**src/hdl/tps_pkg.sv**
```systemverilog
// ----------------------------------------------------------------------------
// tps_pkg: shared types for the tick priority scheduler
// Command and result transfer structs, cell control group, fixed field widths.
// ----------------------------------------------------------------------------
package tps_pkg;

  localparam int unsigned SLEEP_W = 16;
  localparam int unsigned FIELD_W = 8;
  localparam int unsigned INDEX_W = 3;

  typedef enum logic {
    OP_WRITE    = 1'b0,
    OP_SCHEDULE = 1'b1
  } op_e;

  typedef struct packed {
    op_e                  operation;
    logic [INDEX_W-1:0]   entry_index;
    logic [FIELD_W-1:0]   entry_priority;
    logic [FIELD_W-1:0]   entry_ticks;
    logic [SLEEP_W-1:0]   entry_sleep;
    logic                 entry_waiting;
  } cmd_t;

  typedef struct packed {
    logic [INDEX_W-1:0] selected_entry;
    logic               none_ready;
  } result_t;

  typedef struct packed {
    logic wr;
    logic dec;
    logic refill;
  } cell_ctrl_t;

endpackage

```
**src/hdl/tps_cell.sv**
```systemverilog
// ----------------------------------------------------------------------------
// tps_cell: one process entry of the scheduler chain
// Holds priority, ticks, sleep and waiting of one entry and passes the best
// candidate so far on to its right-hand neighbour each cycle.
// ----------------------------------------------------------------------------
module tps_cell #(
  parameter int unsigned TICK_WIDTH = 8,
  parameter int unsigned IDX_W      = 3,
  parameter int unsigned CELL_IDX   = 0
) (
  input  logic                         clk_i,
  input  logic                         rst_ni,
  input  tps_pkg::cell_ctrl_t          ctrl_i,
  input  logic [TICK_WIDTH-1:0]        wr_prio_i,
  input  logic [TICK_WIDTH-1:0]        wr_ticks_i,
  input  logic [tps_pkg::SLEEP_W-1:0]  wr_sleep_i,
  input  logic                         wr_waiting_i,
  input  logic [TICK_WIDTH-1:0]        cand_ticks_i,
  input  logic [IDX_W-1:0]             cand_idx_i,
  input  logic                         cand_found_i,
  output logic [TICK_WIDTH-1:0]        cand_ticks_o,
  output logic [IDX_W-1:0]             cand_idx_o,
  output logic                         cand_found_o
);

  logic [TICK_WIDTH-1:0]       prio_q, prio_d;
  logic [TICK_WIDTH-1:0]       ticks_q, ticks_d;
  logic [tps_pkg::SLEEP_W-1:0] sleep_q, sleep_d;
  logic                        waiting_q, waiting_d;
  logic [TICK_WIDTH-1:0]       cticks_q, cticks_d;
  logic [IDX_W-1:0]            cidx_q, cidx_d;
  logic                        cfound_q, cfound_d;
  logic                        ready;
  logic                        take;

  assign ready = !waiting_q && (sleep_q == '0);
  assign take  = ready && (ticks_q > cand_ticks_i);

  always_comb begin
    prio_d    = prio_q;
    ticks_d   = ticks_q;
    sleep_d   = sleep_q;
    waiting_d = waiting_q;
    if (ctrl_i.wr) begin
      prio_d    = wr_prio_i;
      ticks_d   = wr_ticks_i;
      sleep_d   = wr_sleep_i;
      waiting_d = wr_waiting_i;
    end else begin
      if (ctrl_i.dec && (sleep_q != '0)) begin
        sleep_d = sleep_q - tps_pkg::SLEEP_W'(1);
      end
      if (ctrl_i.refill && ready) begin
        ticks_d = prio_q;
      end
    end
  end

  always_comb begin
    cticks_d = take ? ticks_q : cand_ticks_i;
    cidx_d   = take ? IDX_W'(CELL_IDX) : cand_idx_i;
    cfound_d = cand_found_i || take;
  end

  always_ff @(posedge clk_i or negedge rst_ni) begin
    if (!rst_ni) begin
      prio_q    <= '0;
      ticks_q   <= '0;
      sleep_q   <= '0;
      waiting_q <= 1'b0;
      cticks_q  <= '0;
      cidx_q    <= '0;
      cfound_q  <= 1'b0;
    end else begin
      prio_q    <= prio_d;
      ticks_q   <= ticks_d;
      sleep_q   <= sleep_d;
      waiting_q <= waiting_d;
      cticks_q  <= cticks_d;
      cidx_q    <= cidx_d;
      cfound_q  <= cfound_d;
    end
  end

  assign cand_ticks_o = cticks_q;
  assign cand_idx_o   = cidx_q;
  assign cand_found_o = cfound_q;

endmodule

```
**src/hdl/tick_priority_scheduler.sv**
```systemverilog
// ----------------------------------------------------------------------------
// tick_priority_scheduler: remaining-ticks priority scheduler
// A write loads one table entry; a schedule picks the ready entry with the
// most ticks left, refilling ticks from priority once if none has any.
// ----------------------------------------------------------------------------
// A command is taken when start is high and busy is low. A write does not
// raise busy and its result strobe follows in the next cycle. A schedule
// holds busy through a first scan of the chain and its evaluation, and,
// when the first pass finds no entry, through a refill, a second scan and
// its evaluation; the result strobe appears in the first cycle after busy
// falls. The length of a schedule is set by the candidate moving one cell
// per cycle along the chain of entry cells. Results are presented for one
// cycle only and cannot be held off.
module tick_priority_scheduler #(
  parameter int unsigned TABLE_ENTRIES = 8,
  parameter int unsigned TICK_WIDTH    = 8
) (
  input  logic             clk_i,
  input  logic             rst_ni,
  input  logic             start,
  output logic             busy,
  input  tps_pkg::cmd_t    cmd_i,
  output logic             result_valid_o,
  output tps_pkg::result_t result_o
);

  localparam int unsigned IDX_W = (TABLE_ENTRIES > 1) ? $clog2(TABLE_ENTRIES) : 1;

  typedef enum logic [4:0] {
    ST_IDLE  = 5'b00001,
    ST_SCAN1 = 5'b00010,
    ST_EVAL1 = 5'b00100,
    ST_SCAN2 = 5'b01000,
    ST_EVAL2 = 5'b10000
  } state_e;

  state_e             state_q, state_d;
  logic [IDX_W-1:0]   cnt_q, cnt_d;
  logic [IDX_W-1:0]   choice_q, choice_d;
  logic               res_valid_q, res_valid_d;
  logic               res_none_q, res_none_d;
  logic               accept;
  logic               wr_acc;
  logic               sched_acc;
  logic               refill;
  logic               cnt_last;
  logic               best_found;
  logic [IDX_W-1:0]   best_idx;

  logic [TICK_WIDTH-1:0] ch_ticks [0:TABLE_ENTRIES];
  logic [IDX_W-1:0]      ch_idx   [0:TABLE_ENTRIES];
  logic                  ch_found [0:TABLE_ENTRIES];

  assign busy      = (state_q != ST_IDLE);
  assign accept    = start && !busy;
  assign wr_acc    = accept && (cmd_i.operation == tps_pkg::OP_WRITE);
  assign sched_acc = accept && (cmd_i.operation == tps_pkg::OP_SCHEDULE);
  assign cnt_last  = (cnt_q == IDX_W'(TABLE_ENTRIES - 1));

  // chain seed
  assign ch_ticks[0] = '0;
  assign ch_idx[0]   = '0;
  assign ch_found[0] = 1'b0;

  assign best_found = ch_found[TABLE_ENTRIES];
  assign best_idx   = ch_idx[TABLE_ENTRIES];

  for (genvar g = 0; g < TABLE_ENTRIES; g++) begin : g_cell
    tps_pkg::cell_ctrl_t ctrl;

    assign ctrl.wr     = wr_acc && (32'(cmd_i.entry_index) == g);
    assign ctrl.dec    = sched_acc;
    assign ctrl.refill = refill;

    tps_cell #(
      .TICK_WIDTH (TICK_WIDTH),
      .IDX_W      (IDX_W),
      .CELL_IDX   (g)
    ) u_cell (
      .clk_i        (clk_i),
      .rst_ni       (rst_ni),
      .ctrl_i       (ctrl),
      .wr_prio_i    (TICK_WIDTH'(cmd_i.entry_priority)),
      .wr_ticks_i   (TICK_WIDTH'(cmd_i.entry_ticks)),
      .wr_sleep_i   (cmd_i.entry_sleep),
      .wr_waiting_i (cmd_i.entry_waiting),
      .cand_ticks_i (ch_ticks[g]),
      .cand_idx_i   (ch_idx[g]),
      .cand_found_i (ch_found[g]),
      .cand_ticks_o (ch_ticks[g+1]),
      .cand_idx_o   (ch_idx[g+1]),
      .cand_found_o (ch_found[g+1])
    );
  end

  always_comb begin
    state_d     = state_q;
    cnt_d       = cnt_q;
    choice_d    = choice_q;
    res_valid_d = 1'b0;
    res_none_d  = res_none_q;
    refill      = 1'b0;
    case (state_q)
      ST_IDLE: begin
        if (wr_acc) begin
          res_valid_d = 1'b1;
          res_none_d  = 1'b0;
        end else if (sched_acc) begin
          state_d = ST_SCAN1;
          cnt_d   = '0;
        end
      end
      ST_SCAN1: begin
        cnt_d = cnt_q + IDX_W'(1);
        if (cnt_last) begin
          state_d = ST_EVAL1;
        end
      end
      ST_EVAL1: begin
        if (best_found) begin
          choice_d    = best_idx;
          res_valid_d = 1'b1;
          res_none_d  = 1'b0;
          state_d     = ST_IDLE;
        end else begin
          refill  = 1'b1;
          cnt_d   = '0;
          state_d = ST_SCAN2;
        end
      end
      ST_SCAN2: begin
        cnt_d = cnt_q + IDX_W'(1);
        if (cnt_last) begin
          state_d = ST_EVAL2;
        end
      end
      ST_EVAL2: begin
        if (best_found) begin
          choice_d = best_idx;
        end
        res_valid_d = 1'b1;
        res_none_d  = !best_found;
        state_d     = ST_IDLE;
      end
      default: begin
        state_d = ST_IDLE;
      end
    endcase
  end

  always_ff @(posedge clk_i or negedge rst_ni) begin
    if (!rst_ni) begin
      state_q     <= ST_IDLE;
      cnt_q       <= '0;
      choice_q    <= '0;
      res_valid_q <= 1'b0;
      res_none_q  <= 1'b0;
    end else begin
      state_q     <= state_d;
      cnt_q       <= cnt_d;
      choice_q    <= choice_d;
      res_valid_q <= res_valid_d;
      res_none_q  <= res_none_d;
    end
  end

  assign result_valid_o          = res_valid_q;
  assign result_o.selected_entry = tps_pkg::INDEX_W'(choice_q);
  assign result_o.none_ready     = res_none_q;

  // assertions
  a_state_onehot : assert property (@(posedge clk_i) disable iff (!rst_ni)
    $onehot(state_q))
    else $error("scheduler state not one-hot");

  a_result_when_idle : assert property (@(posedge clk_i) disable iff (!rst_ni)
    result_valid_o |-> !busy)
    else $error("result strobe while a schedule is in progress");

  a_write_result : assert property (@(posedge clk_i) disable iff (!rst_ni)
    wr_acc |=> result_valid_o && !result_o.none_ready)
    else $error("write transfer not followed by its result");

  a_none_keeps_choice : assert property (@(posedge clk_i) disable iff (!rst_ni)
    (result_valid_o && result_o.none_ready) |-> (choice_q == $past(choice_q)))
    else $error("selection changed on a none-ready result");

  a_refill_once : assert property (@(posedge clk_i) disable iff (!rst_ni)
    refill |-> (state_q == ST_EVAL1))
    else $error("refill outside the first evaluation");

endmodule

```
**config.mk**
```make
export PLATFORM = sky130hd
export DESIGN_NAME = tick_priority_scheduler
export DESIGN_NICKNAME = d
export VERILOG_FILES = /design/src/hdl/tps_pkg.sv /design/src/hdl/tps_cell.sv /design/src/hdl/tick_priority_scheduler.sv
export SDC_FILE = /design/constraint.sdc
export NUM_CORES = 1
export LEC_CHECK = 0
export BUFFER_PORTS_ARGS = -buffer_cell sky130_fd_sc_hd__buf_2
export CORE_ASPECT_RATIO = 1.1
export CORE_MARGIN = 2
export CORE_UTILIZATION = 43
export CTS_CLUSTER_SIZE = 14
export DETAILED_ROUTE_END_ITERATION = 10
export PLACE_DENSITY = 0.68
export REMOVE_ABC_BUFFERS = 1
export SLEW_MARGIN = 15
export SYNTH_ARGS = -nofsm -noshare
export SYNTH_HDL_FRONTEND = slang
export SYNTH_SLANG_ARGS = --single-unit
export TNS_END_PERCENT = 1
```
**constraint.sdc**
```tcl
create_clock -name clk_i -period 4.3 [get_ports clk_i]
set_input_delay 0.43 -clock clk_i [delete_from_list [all_inputs] [get_ports clk_i]]
set_output_delay 0.43 -clock clk_i [all_outputs]
set_load 0.05 [all_outputs]
```
==> summary.txt <==
Routing
  – Wire per inst: 19.3 µm
  – TritonRoute pass-1 iters: 5
  – Vias per cell: 5.78
  – DRT Wirelength: ~49000 µm
  – Via count: 14700
  – Routed Antenna Nets: 0
  – DRC violations left: 0
  – Initial DRC count: between 1000 and 1500

Timing
  – Final setup viols: 0
  – Tightest Pin Transition: roughly 1.2 ns
  – Max Clk Rate: 330 MHz
  – Slew HR: 0.216
  – Final Slew Violations: 0
  – Hold Vio Cnt, Final: 0
  – Minimum clock period: around 3 ns
  – Final worst path period share: 0.704
  – RSZ-0062 raised after global routing: no
  – Final Skew: 0.0252 ns

Hold path
  – Hold path depth: 3
  – Hold Path Class: in -> reg
  – Hold endpoint: g_cell[4].u_cell.prio_q[0]$_DFFE_PN0P_
  – Min-delay src: cmd_i[25]

Floorplan
  – Ports: between 40 and 50
  – Full die area: 0.0454 mm²
  – Die W: approximately 200 µm
  – Num rows: 80
  – Core footprint: around 0.043 mm²
  – Chip height: about 220 µm
  – Initial Utilization: 0.435

Worst setup path
  – Crit-path max cell delay: 0.60 ns
  – Critical-path cell list: nor4bb_1, nand2_1, buf_4, o21ai_1, o21ai_0, a221o_1
  – Worst Setup End Kind: flip-flop
  – CP Max Fanout: 16
  – Crit path launch: state_q[4]$_DFFE_PN0P_
  – RR Endpoint: g_cell[7].u_cell.sleep_q[8]$_DFFE_PN0P_
  – Worst path arrival time: roughly 3.4 ns
  – Reg2Reg Launch Point: state_q[4]$_DFFE_PN0P_
  – Startpoint types: flip-flop
  – Worst reg-to-reg setup slack: between 1 and 1.5 ns
  – R2R depth: 6
  – Worst Path Required: 4.72 ns
  – Worst Setup Path Type: reg -> reg
  – Worst path slowest cell: nor4bb_1

Synth
  – Netlist cell types: 80
  – Seq/Total Area, Yosys: 0.477
  – Yosys warning count: 0
  – Primary FF master, synth: dfrtp_1
  – Main area contributors after synthesis: dfrtp_1 48%, nand2_1 7.7%, ha_1 4.9%, mux2i_1 4.4%, mux2_2 3.2%
  – Seq cells post-synth: around 360
  – Netlist Area Pre-Place: 0.0188 mm²
  – Mean cell area of the mapped netlist: a little under 10 µm²
  – Asr flop ratio synth: 1.00
  – Syn Inst Count: about 1900
  – Number of synthesized flops with an enable pin: 0
  – Area share of the largest cell type after synthesis: 0.475
  – Synth area leader: dfrtp_1

CTS
  – CTS tree: done
  – Worst-Skew Late Latency: ~0.56 ns
  – Cts bufs inserted: 38
  – # H-tree levels: 2
  – Post-CTS repair timing setup buffer count: 0
  – Clk root buf: clkbuf_16
  – Longest Clk Path Bufs: 3
  – Clk pin slew, worst setup/hold paths: around 0.060 ns
  – Post-cts sizing count: 0
  – TritonCTS Sinks: between 300 and 400

Pwr
  – Pwr Total: roughly 12 mW
  – Pwr dens: approximately 570 mW/mm²
  – Clk pwr share: 0.277
  – Peak VDD IR: 281 µV
  – Leak Pwr: around 9 nW
  – Sw Share: 0.354
  – Sequential power share: 0.449
  – Combinational power share: 0.274
  – Switch Pwr: 4.16 mW
  – Internal: 7.59 mW

Cells and area
  – Syn-to-layout area delta: 10.3%
  – Share of cells above drive strength 1: 0.126
  – Fillers: 3954
  – # diodes: 0
  – Multi-input gate area: 0.00901 mm²
  – Layout Cells excl Fill: around 2500
  – Final net count: 2061
  – Register area: about 0.009 mm²

Global routing
  – Vias in the first global route: about 15000
  – GRT overflow: 0
  – First-pass GRT wire length: between 70000 and 80000 µm
  – Gr usage total: 0.220
  – Largest net degree at the start of global routing: around 120
  – Initial antenna violation count: 0

Placement
  – RD Place Congestion: 0.892
  – IO Port Bufs: 45
  – Placed insts: between 2000 and 2500
  – DP HPWL: ~34000 µm

Run
  – Max-cap violations: 0

Status
  – Status: completed
-- critical path: cells and delay by family (launching register included) --
kind | cells | cell delay, ns
AND/OR/NAND/NOR | 2 | 1.01
flip-flops | 1 | 0.49
AO/OA/AOI/OAI | 3 | 1.09
buffers and inverters | 1 | 0.32
-- cells in the final DEF, fill, tap and decap left out, types with 51 or more instances in the layout --
master | netlist | routed
o21ai_0 | 113 | 113
dfrtp_1 | 357 | 357
mux2i_1 | 82 | 82
mux2_2 | 53 | 53
inv_1 | 91 | 91
nor3_1 | 52 | 51
ha_1 | 74 | 74
nand2_1 | 388 | 388
o211ai_1 | 51 | 51
nor2_1 | 85 | 85
nand3_1 | 53 | 53
-- cells in the mapped netlist (32+ instances only) --
master / n
nand2_1: 388
nor2_1: 85
mux2i_1: 82
a221o_1: 36
inv_1: 91
o311ai_0: 32
nor3_1: 52
clkbuf_1: 59
dfrtp_1: 357
nand3_1: 53
o21ai_0: 113
mux2_2: 53
o211ai_1: 51
ha_1: 74
-- kinds of logic (layout without fill, tap and decap cells) --
group	after synthesis	after routing	synth area share
mux	141	141	0.0802
buf+inv	201	235	0.0470
simple gates	794	794	0.206
flops	358	358	0.477
compound gates	368	368	0.139
fa+ha+maj	74	74	0.0492
xor+xnor	3	3	0.00140
-- flip-flops by register name, summed over array words and instances, names as in the netlist, 3 cells and up --
| signal | flops |
|---|---|
| choice_q | 3 |
| state_q | 5 |
| g_cell.u_cell.waiting_q | 8 |
| g_cell.u_cell.cand_found_o | 8 |
| g_cell.u_cell.cand_idx_o | 17 |
| g_cell.u_cell.ticks_q | 64 |
| g_cell.u_cell.cand_ticks_o | 56 |
| g_cell.u_cell.sleep_q | 128 |
| cnt_q | 3 |
| g_cell.u_cell.prio_q | 64 |
-- power by group through the flow --
stage                     logic, mW  clock network, mW  registers [mW]
after detailed placement       3.21                  0            5.30
after global placement         3.05                  0            5.27
after CTS                      3.23               3.31            5.26
after global routing           3.66               3.44            5.42
after floorplan                2.35                  0            5.08
final                          3.22               3.25            5.28
-- area by class of cell --
class	instances	share of cell area
Timing Repair Buffer	77	0.0242
Clock buffer	52	0.0513
Multi-Input combinational cell	1380	0.434
Inverter	92	0.0166
Tap cell	574	0.0346
Sequential cell	358	0.432
Clock inverter	14	0.00724
-- per-layer routing --
layer  vias up  global-route usage  share of wire
li1       6948                   -              -
met1      7246               0.285           0.42
met2       417               0.372           0.49
met3       108              0.0302          0.056
met4         0              0.0845          0.036
met5         -                   0              0
-- metrics by stage --
stage	area, µm²	setup TNS, ns	util	setup slack (ns)	hold WS [ns]
after global routing	20700	0	0.480	1.05	0.216
final	20700	0	0.480	1.27	0.217
after CTS	20700	0	0.480	1.33	0.190
after global placement	19500	0	0.452	1.30	0.419
after floorplan	18300	-54.98	-	-1.60	0.134
after detailed placement	19500	0	0.452	1.27	0.423
-- timing repair --
item / CTS / global route
endpoints found under the setup margin: 0 / 0
hold buffers: 1 / 0
hold endpoints to repair: 23 / 0
-- how the worst max path moves through the flow --
stage,end,depth (start not counted)
global route,g_cell[3].u_cell.sleep_q[13]$_DFFE_PN0P_,5
finish,g_cell[7].u_cell.sleep_q[8]$_DFFE_PN0P_,6
floorplan,g_cell[5].u_cell.sleep_q[4]$_DFFE_PN0P_,4
detailed placement,g_cell[6].u_cell.sleep_q[4]$_DFFE_PN0P_,7
CTS,g_cell[7].u_cell.sleep_q[8]$_DFFE_PN0P_,6
global placement,g_cell[6].u_cell.sleep_q[4]$_DFFE_PN0P_,7
Note: power is estimated with default switching activity, not from simulation.
